<file path="src/utfv_pkg.sv">
package utfv_pkg;

  localparam logic [7:0] ContMask = 8'hC0;
  localparam logic [7:0] ContTag  = 8'h80;
  localparam logic [7:0] Lead2Lo  = 8'hC2;
  localparam logic [7:0] Lead2Hi  = 8'hDF;
  localparam logic [7:0] Lead3Lo  = 8'hE0;
  localparam logic [7:0] Lead3Hi  = 8'hEF;
  localparam logic [7:0] Lead4Lo  = 8'hF0;
  localparam logic [7:0] Lead4Hi  = 8'hF4;
  localparam logic [7:0] LeadEd   = 8'hED;
  localparam logic [7:0] Cont1A0  = 8'hA0;
  localparam logic [7:0] Cont190  = 8'h90;

  localparam logic [2:0] SeqNone  = 3'd0;
  localparam logic [2:0] SeqTwo   = 3'd2;
  localparam logic [2:0] SeqThree = 3'd3;
  localparam logic [2:0] SeqFour  = 3'd4;

  localparam int unsigned QueueDepth = 2;

  typedef struct packed {
    logic       failed;
    logic [1:0] bytes_left;
    logic [2:0] seq_length;
    logic [7:0] lead_held;
    logic       first_cont_seen;
    logic       pending_bad;
  } utfv_state_t;

  localparam utfv_state_t StateReset = '{
    failed:          1'b0,
    bytes_left:      2'd0,
    seq_length:      SeqNone,
    lead_held:       8'h00,
    first_cont_seen: 1'b0,
    pending_bad:     1'b0
  };

endpackage

</file>
<file path="src/utf8_stream_validator.sv">
// UTF-8 window checker.
// Input channel: in_valid/in_ready carry one byte (data_byte) per item, with
// last_byte set on the final byte of a window. Output channel:
// out_valid/out_ready carry one item (is_valid) per window, sent after the
// flagged byte; bytes without the flag produce nothing.
// Each accepted byte lands in an input register; from that register the
// sequence checker updates its state, and on a flagged byte the verdict
// is written into a two-entry output queue. out_valid rises once that
// verdict is in the queue: a flagged byte passes the input register and
// then the queue entry before the receiver can take its verdict.
// Throughput is one byte per cycle while the queue has room for verdicts.
// When the receiver stalls, the queue absorbs up to two verdicts; a flagged
// byte then waits in the input register and in_ready falls only once that
// register is held. Bytes without the flag never wait on the queue itself.
// Reset (rst, synchronous) empties the input register and the queue and
// returns the checker to the start of a fresh window; the block is ready
// for a byte as soon as reset is released.
module utf8_stream_validator
  import utfv_pkg::*;
(
  input  logic       clk,
  input  logic       rst,
  input  logic       in_valid,
  output logic       in_ready,
  input  logic [7:0] data_byte,
  input  logic       last_byte,
  output logic       out_valid,
  input  logic       out_ready,
  output logic       is_valid
);

  logic        hold_valid;
  logic [7:0]  hold_byte;
  logic        hold_last;
  logic        fire;
  logic        q_full;
  utfv_state_t state;
  utfv_state_t state_next;
  logic        verdict;

  assign fire     = hold_valid && (!hold_last || !q_full);
  assign in_ready = !hold_valid || fire;

  always_ff @(posedge clk) begin
    if (rst) begin
      hold_valid <= 1'b0;
    end else if (in_ready) begin
      hold_valid <= in_valid;
    end
  end

  always_ff @(posedge clk) begin
    if (in_ready && in_valid) begin
      hold_byte <= data_byte;
      hold_last <= last_byte;
    end
  end

  utfv_step u_step (
    .state      (state),
    .data_byte  (hold_byte),
    .last_byte  (hold_last),
    .state_next (state_next),
    .is_valid   (verdict)
  );

  always_ff @(posedge clk) begin
    if (rst) begin
      state <= StateReset;
    end else if (fire) begin
      state <= state_next;
    end
  end

  utfv_out_queue u_queue (
    .clk       (clk),
    .rst       (rst),
    .push      (fire && hold_last),
    .push_data (verdict),
    .full      (q_full),
    .out_valid (out_valid),
    .out_ready (out_ready),
    .out_data  (is_valid)
  );

  // a verdict is never pushed into a full queue
  a_no_overflow: assert property (@(posedge clk) disable iff (rst)
    (fire && hold_last) |-> !q_full)
    else $error("verdict pushed into full queue");

  // a flagged byte leaves the checker at the start of a fresh window
  a_window_clear: assert property (@(posedge clk) disable iff (rst)
    (fire && hold_last) |=> (state == StateReset))
    else $error("state not cleared after window end");

  // an open sequence always records its lead length
  a_seq_consistent: assert property (@(posedge clk) disable iff (rst)
    (state.bytes_left != 2'd0) |-> (state.seq_length != SeqNone))
    else $error("continuation due without an open sequence");

  // once failed, hold the state until the window ends
  a_failed_quiet: assert property (@(posedge clk) disable iff (rst)
    (fire && !hold_last && state.failed) |=> $stable(state))
    else $error("state moved after failure");

endmodule

</file>
<file path="src/utfv_step.sv">
module utfv_step
  import utfv_pkg::*;
(
  input  utfv_state_t state,
  input  logic [7:0]  data_byte,
  input  logic        last_byte,
  output utfv_state_t state_next,
  output logic        is_valid
);

  utfv_state_t s;
  logic        bad;

  always_comb begin
    s   = state;
    bad = state.pending_bad;
    if (!state.failed) begin
      if (state.bytes_left == 2'd0) begin
        // lead position
        if (data_byte >= ContTag) begin
          if (data_byte >= Lead2Lo && data_byte <= Lead2Hi) begin
            s.seq_length = SeqTwo;
            s.bytes_left = 2'd1;
          end else if (data_byte >= Lead3Lo && data_byte <= Lead3Hi) begin
            s.seq_length = SeqThree;
            s.bytes_left = 2'd2;
          end else if (data_byte >= Lead4Lo && data_byte <= Lead4Hi) begin
            s.seq_length = SeqFour;
            s.bytes_left = 2'd3;
          end else begin
            s.failed = 1'b1;
          end
          if (!s.failed) begin
            s.lead_held       = data_byte;
            s.first_cont_seen = 1'b0;
            s.pending_bad     = 1'b0;
          end
        end
      end else begin
        if ((data_byte & ContMask) != ContTag) bad = 1'b1;
        if (!state.first_cont_seen) begin
          // range limits on the first continuation byte
          if (state.seq_length == SeqThree && state.lead_held == Lead3Lo
              && data_byte < Cont1A0) bad = 1'b1;
          if (state.seq_length == SeqThree && state.lead_held == LeadEd
              && data_byte >= Cont1A0) bad = 1'b1;
          if (state.seq_length == SeqFour && state.lead_held == Lead4Lo
              && data_byte < Cont190) bad = 1'b1;
          if (state.seq_length == SeqFour && state.lead_held == Lead4Hi
              && data_byte >= Cont190) bad = 1'b1;
          s.first_cont_seen = 1'b1;
        end
        s.pending_bad = bad;
        s.bytes_left  = state.bytes_left - 2'd1;
        if (s.bytes_left == 2'd0) begin
          // sequence complete: commit any fault
          if (bad) s.failed = 1'b1;
          s.seq_length      = SeqNone;
          s.lead_held       = 8'h00;
          s.first_cont_seen = 1'b0;
          s.pending_bad     = 1'b0;
        end
      end
    end
    is_valid = !s.failed;
    if (last_byte) begin
      state_next = StateReset;
    end else begin
      state_next = s;
    end
  end

endmodule

</file>
<file path="src/utfv_out_queue.sv">
module utfv_out_queue
  import utfv_pkg::*;
(
  input  logic clk,
  input  logic rst,
  input  logic push,
  input  logic push_data,
  output logic full,
  output logic out_valid,
  input  logic out_ready,
  output logic out_data
);

  logic [QueueDepth-1:0] entry;
  logic                  wr_ptr;
  logic                  rd_ptr;
  logic [1:0]            count;
  logic                  pop;

  assign pop       = out_valid && out_ready;
  assign out_valid = (count != 2'd0);
  assign full      = (count == 2'(QueueDepth));
  assign out_data  = entry[rd_ptr];

  always_ff @(posedge clk) begin
    if (rst) begin
      wr_ptr <= 1'b0;
      rd_ptr <= 1'b0;
      count  <= 2'd0;
    end else begin
      if (push) wr_ptr <= ~wr_ptr;
      if (pop)  rd_ptr <= ~rd_ptr;
      if (push && !pop) count <= count + 2'd1;
      else if (pop && !push) count <= count - 2'd1;
    end
  end

  always_ff @(posedge clk) begin
    if (push) entry[wr_ptr] <= push_data;
  end

endmodule
</file>
<file path="config.mk">
export PLATFORM = sky130hd
export DESIGN_NAME = utf8_stream_validator
export DESIGN_NICKNAME = d
export VERILOG_FILES = /design/src/utfv_pkg.sv /design/src/utf8_stream_validator.sv /design/src/utfv_step.sv /design/src/utfv_out_queue.sv
export SDC_FILE = /design/constraint.sdc
export NUM_CORES = 1
export LEC_CHECK = 0
export ABC_AREA = 1
export BUFFER_PORTS_ARGS = -buffer_cell sky130_fd_sc_hd__buf_4
export CAP_MARGIN = 20
export CORE_AREA = 2 2 65 67
export CTS_BUF_LIST = sky130_fd_sc_hd__clkbuf_8
export CTS_CLUSTER_SIZE = 14
export DETAILED_ROUTE_END_ITERATION = 12
export DIE_AREA = 0 0 67 69
export PLACE_DENSITY = 0.54
export SKIP_LAST_GASP = 1
export SYNTH_ARGS = -nofsm -noshare
export SYNTH_HDL_FRONTEND = slang
export SYNTH_SLANG_ARGS = --single-unit
</file>
<file path="constraint.sdc">
create_clock -name clk -period 2.69 [get_ports clk]
set_clock_uncertainty 0.05 [all_clocks]
set_input_delay 0.1345 -clock clk [delete_from_list [all_inputs] [get_ports clk]]
set_output_delay 0.1345 -clock clk [all_outputs]
set_load 0.01 [all_outputs]
</file>
# ---- Word level (Yosys, flattened, before mapping)
# Cells that the tools add are included.
# Widths: inputs -> output; s select.
dict set report word_totals {
  out_inout_bits 3
  wordCells 111
  reg_bits 32
}
dict set report classes {
  reduce_logical 35
  addsub 3
  n_mux 32
  n_bitwise 2
  order_cmp 14
  n_eq_ne 12
}
# op count
set ops {}
lappend ops {{$mux 16} 4}
lappend ops {{$ge 8x8->1 const B} 6}
lappend ops {{$eq 8x8->1 const B} 4}
lappend ops {{$le 8x8->1 const B} 3}
lappend ops {{$mux 1} 19}
lappend ops {{$logic_and 1x1->1} 18}
lappend ops {{$lt 8x8->1 const B} 2}
lappend ops {{$mux 5} 3}
lappend ops {{$mux 13} 1}
lappend ops {{$mux 10} 1}
lappend ops {{$reduce_and 5->1} 2}
lappend ops {{$reduce_and 4->1} 2}
lappend ops {{$logic_not 1->1} 6}
lappend ops {{$ne 3x3->1 const B} 2}
lappend ops {{$ne 5x5->1 const B} 1}
lappend ops {{$logic_not 2->1} 2}
lappend ops {{$lt 1x2->1 const B} 2}
lappend ops {{$mux 2} 2}
lappend ops {{$ne 2x2->1 const B} 2}
lappend ops {{$reduce_bool 2->1} 2}
lappend ops {{$sub 2x1->2 const B} 2}
lappend ops {{$eq 3x2->1 const B} 1}
lappend ops {{$eq 3x3->1 const B} 1}
lappend ops {{$reduce_bool 3->1} 1}
lappend ops {{other kinds (7)} 9}

# ---- Longest topological paths before layout
# Gate-level depths: netlist of the first run.
dict set report logic_depth {
  word_depth 16
  depth_mapped 12
  mapped_depth_nobuf 12
}

# ---- Cells and area by module
# Synthesis of the first run repeated with hierarchy kept, for this count alone.
dict set report unflattened {
  cells_unflattened 296
  hier_area_um2 2052.0
}
# mod cells_each n_inst area_each_um2
set by_module_without_submodules {}
lappend by_module_without_submodules {utf8_stream_validator 123 1 1103.6}
lappend by_module_without_submodules {utfv_step 135 1 664.4}
lappend by_module_without_submodules {utfv_out_queue 38 1 284.0}

# ---- Worst setup path before layout of the first run
# No wires, ideal clock.
dict set report synth_timing {
  kind {register -> register}
  from {reg hold_last}
  to {reg u_queue.count[1]}
  path_stages_with_launch 9
  synth_period_minus_slack_ns 1.672
  path_slack_ns 1.018
  arrival_time_ns 1.500
  path_buffers 1
  cell_sequence {edfxtp_1 -> buf_2 -> nand2_1 -> inv_1 -> ha_1 -> a21oi_1 -> o21ai_0 -> o21ai_0 -> a21oi_1}
}
dict set report synth_via {
  elab_chain_len 7
  word_cells_on_any_way 9
}
# item line_no
set synth_rtl {}
lappend synth_rtl {{from (decl)} utf8_stream_validator.sv:34} ;# logic hold_last;
lappend synth_rtl {{from (signal assigned)} utf8_stream_validator.sv:55} ;# hold_last <= last_byte;
lappend synth_rtl {{$logic_not 1->1} utf8_stream_validator.sv:41} ;# assign fire = hold_valid && (!hold_last || !q_full);
lappend synth_rtl {{$logic_or 1x1->1} utf8_stream_validator.sv:41}
lappend synth_rtl {{$logic_and 1x1->1} utf8_stream_validator.sv:41}
lappend synth_rtl {{$logic_and 1x1->1 *} utf8_stream_validator.sv:78} ;# .push (fire && hold_last),
lappend synth_rtl {{net u_queue.push} utfv_out_queue.sv:6} ;# input logic push,
lappend synth_rtl {{$logic_not 1->1} utfv_out_queue.sv:34} ;# else if (pop && !push) count <= count - 2'd1;
lappend synth_rtl {{$logic_and 1x1->1} utfv_out_queue.sv:34}
lappend synth_rtl {{$reduce_bool 2->1 (no source line)} n/a}
lappend synth_rtl {{to (signal assigned)} utfv_out_queue.sv:33} ;# if (push && !pop) count <= count + 2'd1;
lappend synth_rtl {{to (signal assigned)} utfv_out_queue.sv:34}
lappend synth_rtl {{to (decl)} utfv_out_queue.sv:17} ;# logic [1:0] count;
# Mark *: on every way through the listed nets, which the timed path passes. The rest lies on a longest branch.
# A chain may end at the register's enable or synchronous reset.

# ---- Worst setup path after layout of the first run
# Same ends and word-level chain as after synthesis.

==> results of run 1 <==
## worst reg2reg max path: stages, from the launching register on
cell      delay, ns
edfxtp_1       0.60
a31oi_4        0.29
nand2_1        0.15
inv_1          0.10
ha_1           0.25
a21oi_1        0.11
o21ai_0        0.11
o21ai_0        0.16
a21oi_1        0.05
## area by class of cell
class | instances | area (um2) | share of cell area
Clock buffer | 5 | 68.8 | 0.0365
Clock inverter | 3 | 13.8 | 0.00730
Inverter | 27 | 103 | 0.0544
Multi-Input combinational cell | 143 | 676 | 0.359
Sequential cell | 32 | 751 | 0.398
Tap cell | 50 | 62.6 | 0.0332
Timing Repair Buffer | 25 | 210 | 0.112
## state kept, by name, summed over array words and instances, names as in the netlist
register and cells:
hold_byte 8, hold_last 1, hold_valid 1, state 16, u_queue.count 2, u_queue.entry 2
u_queue.rd_ptr 1, u_queue.wr_ptr 1
## logic make-up (layout without fill, tap and decap cells)
kind of cell    Yosys count  in the layout
compound gates           35             35
xor+xnor                  1              1
fa+ha+maj                 1              1
buf+inv                  33             60
flops                    32             32
simple gates            106            106
## through the flow
step | hold WS (ns) | worst slack, ns | utilization
2_1_floorplan | 0.154 | 1.02 | -
4_1_cts | 0.0723 | 0.730 | 0.481
6_report | 0.0787 | 0.722 | 0.481
5_1_grt | 0.0905 | 0.548 | 0.481
3_3_place_gp | 0.263 | 0.787 | 0.437
3_5_place_dp | 0.264 | 0.735 | 0.437
## path summary, 6_finish.rpt
path / to / slack, ns / cells past startpoint
worst max register to register: u_queue.count[1] / 0.72 / 8
worst max-delay path: u_queue.count[1] / 0.72 / 8
worst min register to register: state[3] / 0.42 / 2
worst min-delay path: hold_valid / 0.08 / 3
## power groups by stage
stage	Sequential (mW)	Clock, mW	Combinational (mW)
floorplan	0.580	0	0.183
global placement	0.593	0	0.237
detailed placement	0.593	0	0.242
CTS	0.583	0.362	0.252
global route	0.589	0.384	0.292
finish	0.583	0.347	0.251
## cells in the final DEF, fill, tap and decap left out, drive strengths merged
master,Yosys,final
nand2,55,55
inv,26,26
nor2,24,24
a21oi,22,22
dfxtp,21,21
buf,5,16
nand3,13,13
nor3,11,11
edfxtp,11,11
dlygate4sd3,0,9
o21ai,9,9
clkbuf,1,5
clkinv,1,4
nand4,3,3
o21a,2,2
a31oi,1,1
o211ai,1,1
xor2,1,1
ha,1,1
## routing by layer
layer | GRT usage | up-vias
met5 | 0 | -
li1 | - | 729
met2 | 0.264 | 18
met3 | 0.0506 | 7
met4 | 0.0476 | 0
met1 | 0.192 | 637
## timing repair
item / in CTS / in global routing
buffers inserted: 0 / 0
hold buffers: 9 / 0
endpoints found under the hold margin: 9 / 0
==> impl_metrics.ini, run 1 <==
[power]
max-vdd-ir-drop_mv = 0.306
total_power_mw = 1.18
comb_power_share = 0.212
intPower_uw = 825
power.leakage_nw = 0.763
cellPowerDensity_nw_per_um2 = 627
pwr-share-clk = 0.294
power_switching_uw = 356
seqPwrFrac = 0.494
power.share.switching = 0.302

[placed_design]
port_buffers = 15
placed_area_um2 = 1710
placed_cells = 268
dp_hpwl_um = 2360
place_congestion = 0.839

[final_layout]
layout-drive-gt1-share = 0.136
final_nets = 248
fillers = 407
area_growth_pct = 20.1
fin_area_um2 = 1880
insertedDiodeCount = 0
fin_cells = 285

[route]
wl_met1_um = 1440
wl_per_cell_um = 11.2
met2_length_um = 1600
drc = 0
dr.pass1.iters = 4
dr_wl_met3_um = 100
totalWireLength_um = 3190
topRoutingLayerUsed = met4
vias = 1391
drt-initial-drc-count = 71
vias_per_cell = 4.88
ant_nets = 0

[cts]
clkTransAtPathRegs_ns = 0.07
tritoncts = done
post_cts_resized = 0
numClockSinks = 32
clk_path_buf_depth = 2
h-tree-depth = 2
clk_latency_ns = 0.28
cts_root_buf = clkbuf_8
cts-buffers-inserted = 5

[grt]
grt_pass1_wl_um = 5690
grt_pass1_vias = 1331
grt_start_max_net_pins = 16
antenna_found_initial = 0
grt-ovfl-total = 0
grtUsageTotal = 0.159

[die]
start_util = 0.401
placementRows = 23
dieWidth_um = 67
dieArea_um2 = 4620
ios = 16
coreArea_um2 = 3910
die_y_um = 69

[logic_synthesis]
synth_fa_ha_area_frac = 0.00797
mappedNetlistArea_um2 = 1570
synth_sequential_area_ratio = 0.478
synth_xor_area_frac = 0.00558
yosys.area.top_type_share = 0.268
synthFlopType = dfxtp_1
synth_compound_area_frac = 0.128
ys_ff_latch = 32
synth_area_leaders = dfxtp_1, edfxtp_1, nand2_1
synth.mux.area_fraction = 0
synth.largest_area_cell = dfxtp_1
synth_edf_count = 11
synth_top_family_by_area = simple AND/OR/NAND/NOR gates
yosys.area_share.simple = 0.289
synth-warning-count = 0
synthArstFlopShare = 0
yosysMostFrequentCell = nand2_1
yosysUniqueCellTypes = 27
synth_commonest_cells = nand2_1, inv_1, a21oi_1, nor2_1, dfxtp_1
syn_avg_cell_area_um2 = 7.54
syn-num-nets = 222
synthCells = 208

[worst_hold_path]
hp-class = primary input to flip-flop
min_from = in_valid

[sta]
fmax_mhz = 508
setup_viol = 0
slew_headroom = 0.664
finalHoldViolCount = 0
fin_crit_ns = 1.97
worst_slew_pin_slew_ns = 0.504
drv_slew = 0
rsz0062_at_grt = no
fin_crit_sh = 0.732
finalSetupTns_ns = 0

[setup_path]
crit_path_end_kind = flip-flop
r2r-start = hold_last
critPathLaunch = hold_last
slowest_stage = edfxtp_1
path_cells = a31oi_4 > nand2_1 > inv_1 > ha_1 > a21oi_1 > o21ai_0 > o21ai_0 > a21oi_1
setup.worst_path.class = flip-flop to flip-flop
cp-start-kind = flip-flop
crit_required_ns = 2.81
crit_path_max_fanout = 14
path_delay_family = compound AO/OA/AOI/OAI gates
path_buf_inv = 1
crit_arrival_ns = 2.09
crit_path_max_incr_delay_ns = 0.60

[run]
maxCapViolations = 0

[outcome]
status = completed
(Power assumes the default switching activity.)
==> inputs of run 2 (changes only) <==
Clock period 2.69 ns to 1.95 ns, I/O delays scaled along.
==> impl_metrics.ini, run 2 (synthesis results as in run 1) <==
[outcome]
status = completed

[cts]
clkTransAtPathRegs_ns = 0.06
clk_latency_ns = 0.28
clk_path_buf_depth = 2
cts-buffers-inserted = 5
post_cts_resized = 0
tritoncts = done
post_cts_buffers = 0
h-tree-depth = 2
numClockSinks = 32
cts_root_buf = clkbuf_8
hold_buffers = 9

[route]
dr.pass1.iters = 4
totalWireLength_um = 3110
vias = 1360
wl_per_cell_um = 10.8
ant_nets = 0
drc = 0
vias_per_cell = 4.72
drt-initial-drc-count = 41

[placed_design]
port_buffers = 15
place_congestion = 0.873
dp_hpwl_um = 2330

[die]
coreArea_um2 = 3910
dieArea_um2 = 4620
placementRows = 23
die_y_um = 69
ios = 16
dieWidth_um = 67
start_util = 0.401

[setup_path]
crit_arrival_ns = 1.87
slowest_stage = edfxtp_1
path_buf_inv = 2
path_cells = buf_4 > nand2_1 > inv_1 > ha_1 > a21oi_1 > o21ai_0 > o21ai_0 > a21oi_1
cp-start-kind = flip-flop
setup.worst_path.class = flip-flop to flip-flop
crit_path_max_fanout = 13
crit_required_ns = 2.06
crit_path_max_incr_delay_ns = 0.42
crit_path_end_kind = flip-flop
path_delay_family = flip-flops

[sta]
fmax_mhz = 569
drv_slew = 0
holdWs_ns = 0.0556
fin_crit_ns = 1.76
slew_headroom = 0.761
finalHoldViolCount = 0
setup_viol = 0
fin_crit_sh = 0.900
rsz0062_at_grt = no
finalSetupTns_ns = 0
worst_slew_pin_slew_ns = 0.358

[final_layout]
layout-drive-gt1-share = 0.139
final_core_util = 0.487
largest_reg_flops = 16
mostFrequentLayoutCell = nand2_1
area_growth_pct = 21.4
final_cell_mix = nand2_1, inv_1, nor2_1, a21oi_1, dfxtp_1
reg_top3 = state x16, hold_byte x8
regMostFlops = state
final_nets = 251
insertedDiodeCount = 0

[grt]
grt-ovfl-total = 0
grt_pass1_wl_um = 5380
grt_start_max_net_pins = 16
antenna_found_initial = 0
grtUsageTotal = 0.150
grt_pass1_vias = 1247

[run]
maxCapViolations = 0

[power]
max-vdd-ir-drop_mv = 0.579
power.leakage_nw = 0.776
cellPowerDensity_nw_per_um2 = 848

[worst_hold_path]
hp-class = primary input to flip-flop
-- run 2: final timing paths --
kind / from / to / slack [ns] / cells after the start
setup reg to reg: hold_last / u_queue.count[1] / 0.19 / 8
setup / recovery: hold_last / u_queue.count[1] / 0.19 / 8
hold reg to reg: state[3] / state[3] / 0.42 / 2
hold / removal: in_valid / hold_valid / 0.06 / 3
-- run 2: stage by stage --
step	instance area [um2]	power [mW]	worst slack [ns]	std cells
6_report	1900	1.62	0.194	288
5_1_grt	1900	1.73	0.0782	288
4_1_cts	1900	1.64	0.199	288
3_5_place_dp	1730	1.16	0.215	271
3_3_place_gp	1730	1.15	0.246	271
2_1_floorplan	1570	1.05	0.278	208
-- run 2: final cells by class --
cell class	instances	area, um2
clock buffers	5	68.8
repair buffers	28	233
clock inverters	3	11.3
fillers	406	2010
well taps	50	62.6
multi-input cells	143	676
inverters	27	103
flip-flops and latches	32	751
-- run 2: worst min-delay path: cells and delay by family --
kind,cells,cell delay (ns)
AOI/OAI and AO/OA,1,0.11
and+or+nand+nor,1,0.06
buffers and inverters,1,0.07
-- run 2: power breakdown --
part	switching (mW)	internal, mW	leakage (nW)	total (mW)
combinational	0.208	0.151	0.454	0.359
clock	0.223	0.237	0.0444	0.460
sequential	0.0452	0.751	0.277	0.797
-- run 2: per-layer routing --
metal	GRT usage	vias to the layer above	wire length, um
li1	-	736	-
met1	0.187	588	1470
met2	0.240	32	1470
met3	0.0506	4	137
met4	0.0522	0	30
met5	0	-	0
==> inputs of run 3 (changes only) <==
Settings changed: RECOVER_POWER set to 100.
Clock period 1.95 ns to 1.7 ns, I/O delays scaled along.
==> impl_metrics.ini, run 3 (synthesis results as in run 1) <==
[outcome]
status = completed

[power]
total_power_mw = 2.06
power.share.switching = 0.283
seqPwrFrac = 0.445
cellPowerDensity_nw_per_um2 = 1040
max-vdd-ir-drop_mv = 0.605
power_switching_uw = 583
comb_power_share = 0.215
pwr-share-clk = 0.340
intPower_mw = 1.48
power.leakage_nw = 0.807

[die]
dieArea_um2 = 4620
die_y_um = 69
start_util = 0.401
dieWidth_um = 67
ios = 16
placementRows = 23
coreArea_um2 = 3910

[cts]
clk_latency_ns = 0.28
clkTransAtPathRegs_ns = 0.06
h-tree-depth = 2
numClockSinks = 32
clk_path_buf_depth = 2
cts-buffers-inserted = 5
cts_root_buf = clkbuf_8
tritoncts = done

[final_layout]
area_growth_pct = 26.6
mostFrequentLayoutCell = nand2_1
fin_cells = 293
insertedDiodeCount = 0
layout-drive-gt1-share = 0.165
fin_area_um2 = 1990
regMostFlops = state
final_core_util = 0.508
final_nets = 256
reg_top3 = state x16, hold_byte x8
largest_reg_flops = 16
final_cell_mix = nand2_1, inv_1, nor2_1, a21oi_1, dfxtp_1

[setup_path]
reg2regPathDepth = 8
path_cells = buf_4 > nand2_1 > inv_1 > ha_1 > a21oi_1 > o21ai_1 > o21ai_1 > a21oi_1
r2r-start = hold_last
crit_arrival_ns = 1.73
reg2reg_slack_ns = 0.08
r2r-end = u_queue.count[1]
crit_path_max_incr_delay_ns = 0.43
path_buf_inv = 2
slowest_stage = edfxtp_1
crit_path_end_kind = flip-flop
setup.worst_path.class = flip-flop to flip-flop
crit_path_max_fanout = 3
path_delay_family = flip-flops
cp-start-kind = flip-flop
crit_required_ns = 1.82

[placed_design]
placed_cells = 274
place_congestion = 0.869
port_buffers = 15
post-place-ws_ns = -0.0460
dp_hpwl_um = 2520
placed_area_um2 = 1760

[route]
vias = 1393
vias_per_cell = 4.75
ant_nets = 0
dr.pass1.iters = 4
totalWireLength_um = 3310
drt-initial-drc-count = 52
wl_per_cell_um = 11.3
drc = 0

[sta]
finalHoldViolCount = 0
worst_slew_pin_slew_ns = 0.342
fmax_mhz = 619
finalSetupTns_ns = 0
drv_slew = 0
fin_crit_ns = 1.62
setup_slack_ns = 0.0837
holdWs_ns = 0.0295
slew_headroom = 0.772
setup_viol = 0
rsz0062_at_grt = yes
fin_crit_sh = 0.951

[worst_hold_path]
holdPathEnd = hold_valid
hp-class = primary input to flip-flop
min_from = in_valid
whs_path_depth = 3

[grt]
antenna_found_initial = 0
grt_start_max_net_pins = 16
grt_pass1_wl_um = 5860
grt-ovfl-total = 0
grt_pass1_vias = 1417
grtUsageTotal = 0.163

[run]
maxCapViolations = 0
[run 3: changes by cell type in the layout (fill, tap and decap cells not counted), moves of 2 or more]
cell      before  now
clkbuf_4       0    9
buf_4         19   13
dfxtp_1       21   19
dfxtp_2        0    2
o21ai_0        8    6
o21ai_1        1    3
[run 3: timing repair]
| item | 4_1_cts | 5_1_grt |
|---|---|---|
| setup buffers | 1 | 1 |
| hold buffers | 9 | 0 |
| hold endpoints to repair | 9 | 0 |
| pin swaps | 0 | 3 |
| setup endpoints to repair | 1 | 3 |
| resized for setup | 1 | 6 |
[run 3: power groups by stage]
stage / clock network (mW) / registers [mW] / logic (mW)
after floorplan: 0 / 0.917 / 0.289
final: 0.700 / 0.916 / 0.444
after global routing: 0.749 / 0.924 / 0.502
after global placement: 0 / 0.925 / 0.399
after detailed placement: 0 / 0.929 / 0.413
after CTS: 0.717 / 0.911 / 0.436
[run 3: worst max path at each step]
stage                   start                to  slack (ns)  depth (start not counted)
detailed placement  hold_last  u_queue.count[1]       -0.05                          8
global placement    hold_last  u_queue.count[1]        0.08                          8
floorplan           hold_last  u_queue.count[1]        0.03                          8
global route        hold_last         state[10]       -0.04                          7
finish              hold_last  u_queue.count[1]        0.08                          8
CTS                 hold_last  u_queue.count[1]        0.02                          8
[run 3: metal layers]
metal / routed length, um / vias up / track usage / part of all wire
met3: 102 / 5 / 0.0440 / 0.031
li1: - / 744 / - / -
met2: 1680 / 17 / 0.277 / 0.51
met1: 1480 / 627 / 0.190 / 0.45
met5: 0 / - / 0 / 0
met4: 51 / 0 / 0.0658 / 0.015
[run 3: worst reg2reg max path: stages (launching register included)]
cell      delay (ns)
edfxtp_1        0.43
buf_4           0.17
nand2_1         0.08
inv_1           0.05
ha_1            0.29
a21oi_1         0.13
o21ai_1         0.10
o21ai_1         0.15
a21oi_1         0.05
[run 3: cell type report]
class | count | area, um2
fill | 386 | 1930
clock buffer | 5 | 68.8
sequential | 32 | 753
timing repair buffer | 33 | 270
clock inverter | 3 | 37.5
tap | 50 | 62.6
inverter | 27 | 103
multi-input combinational | 143 | 692
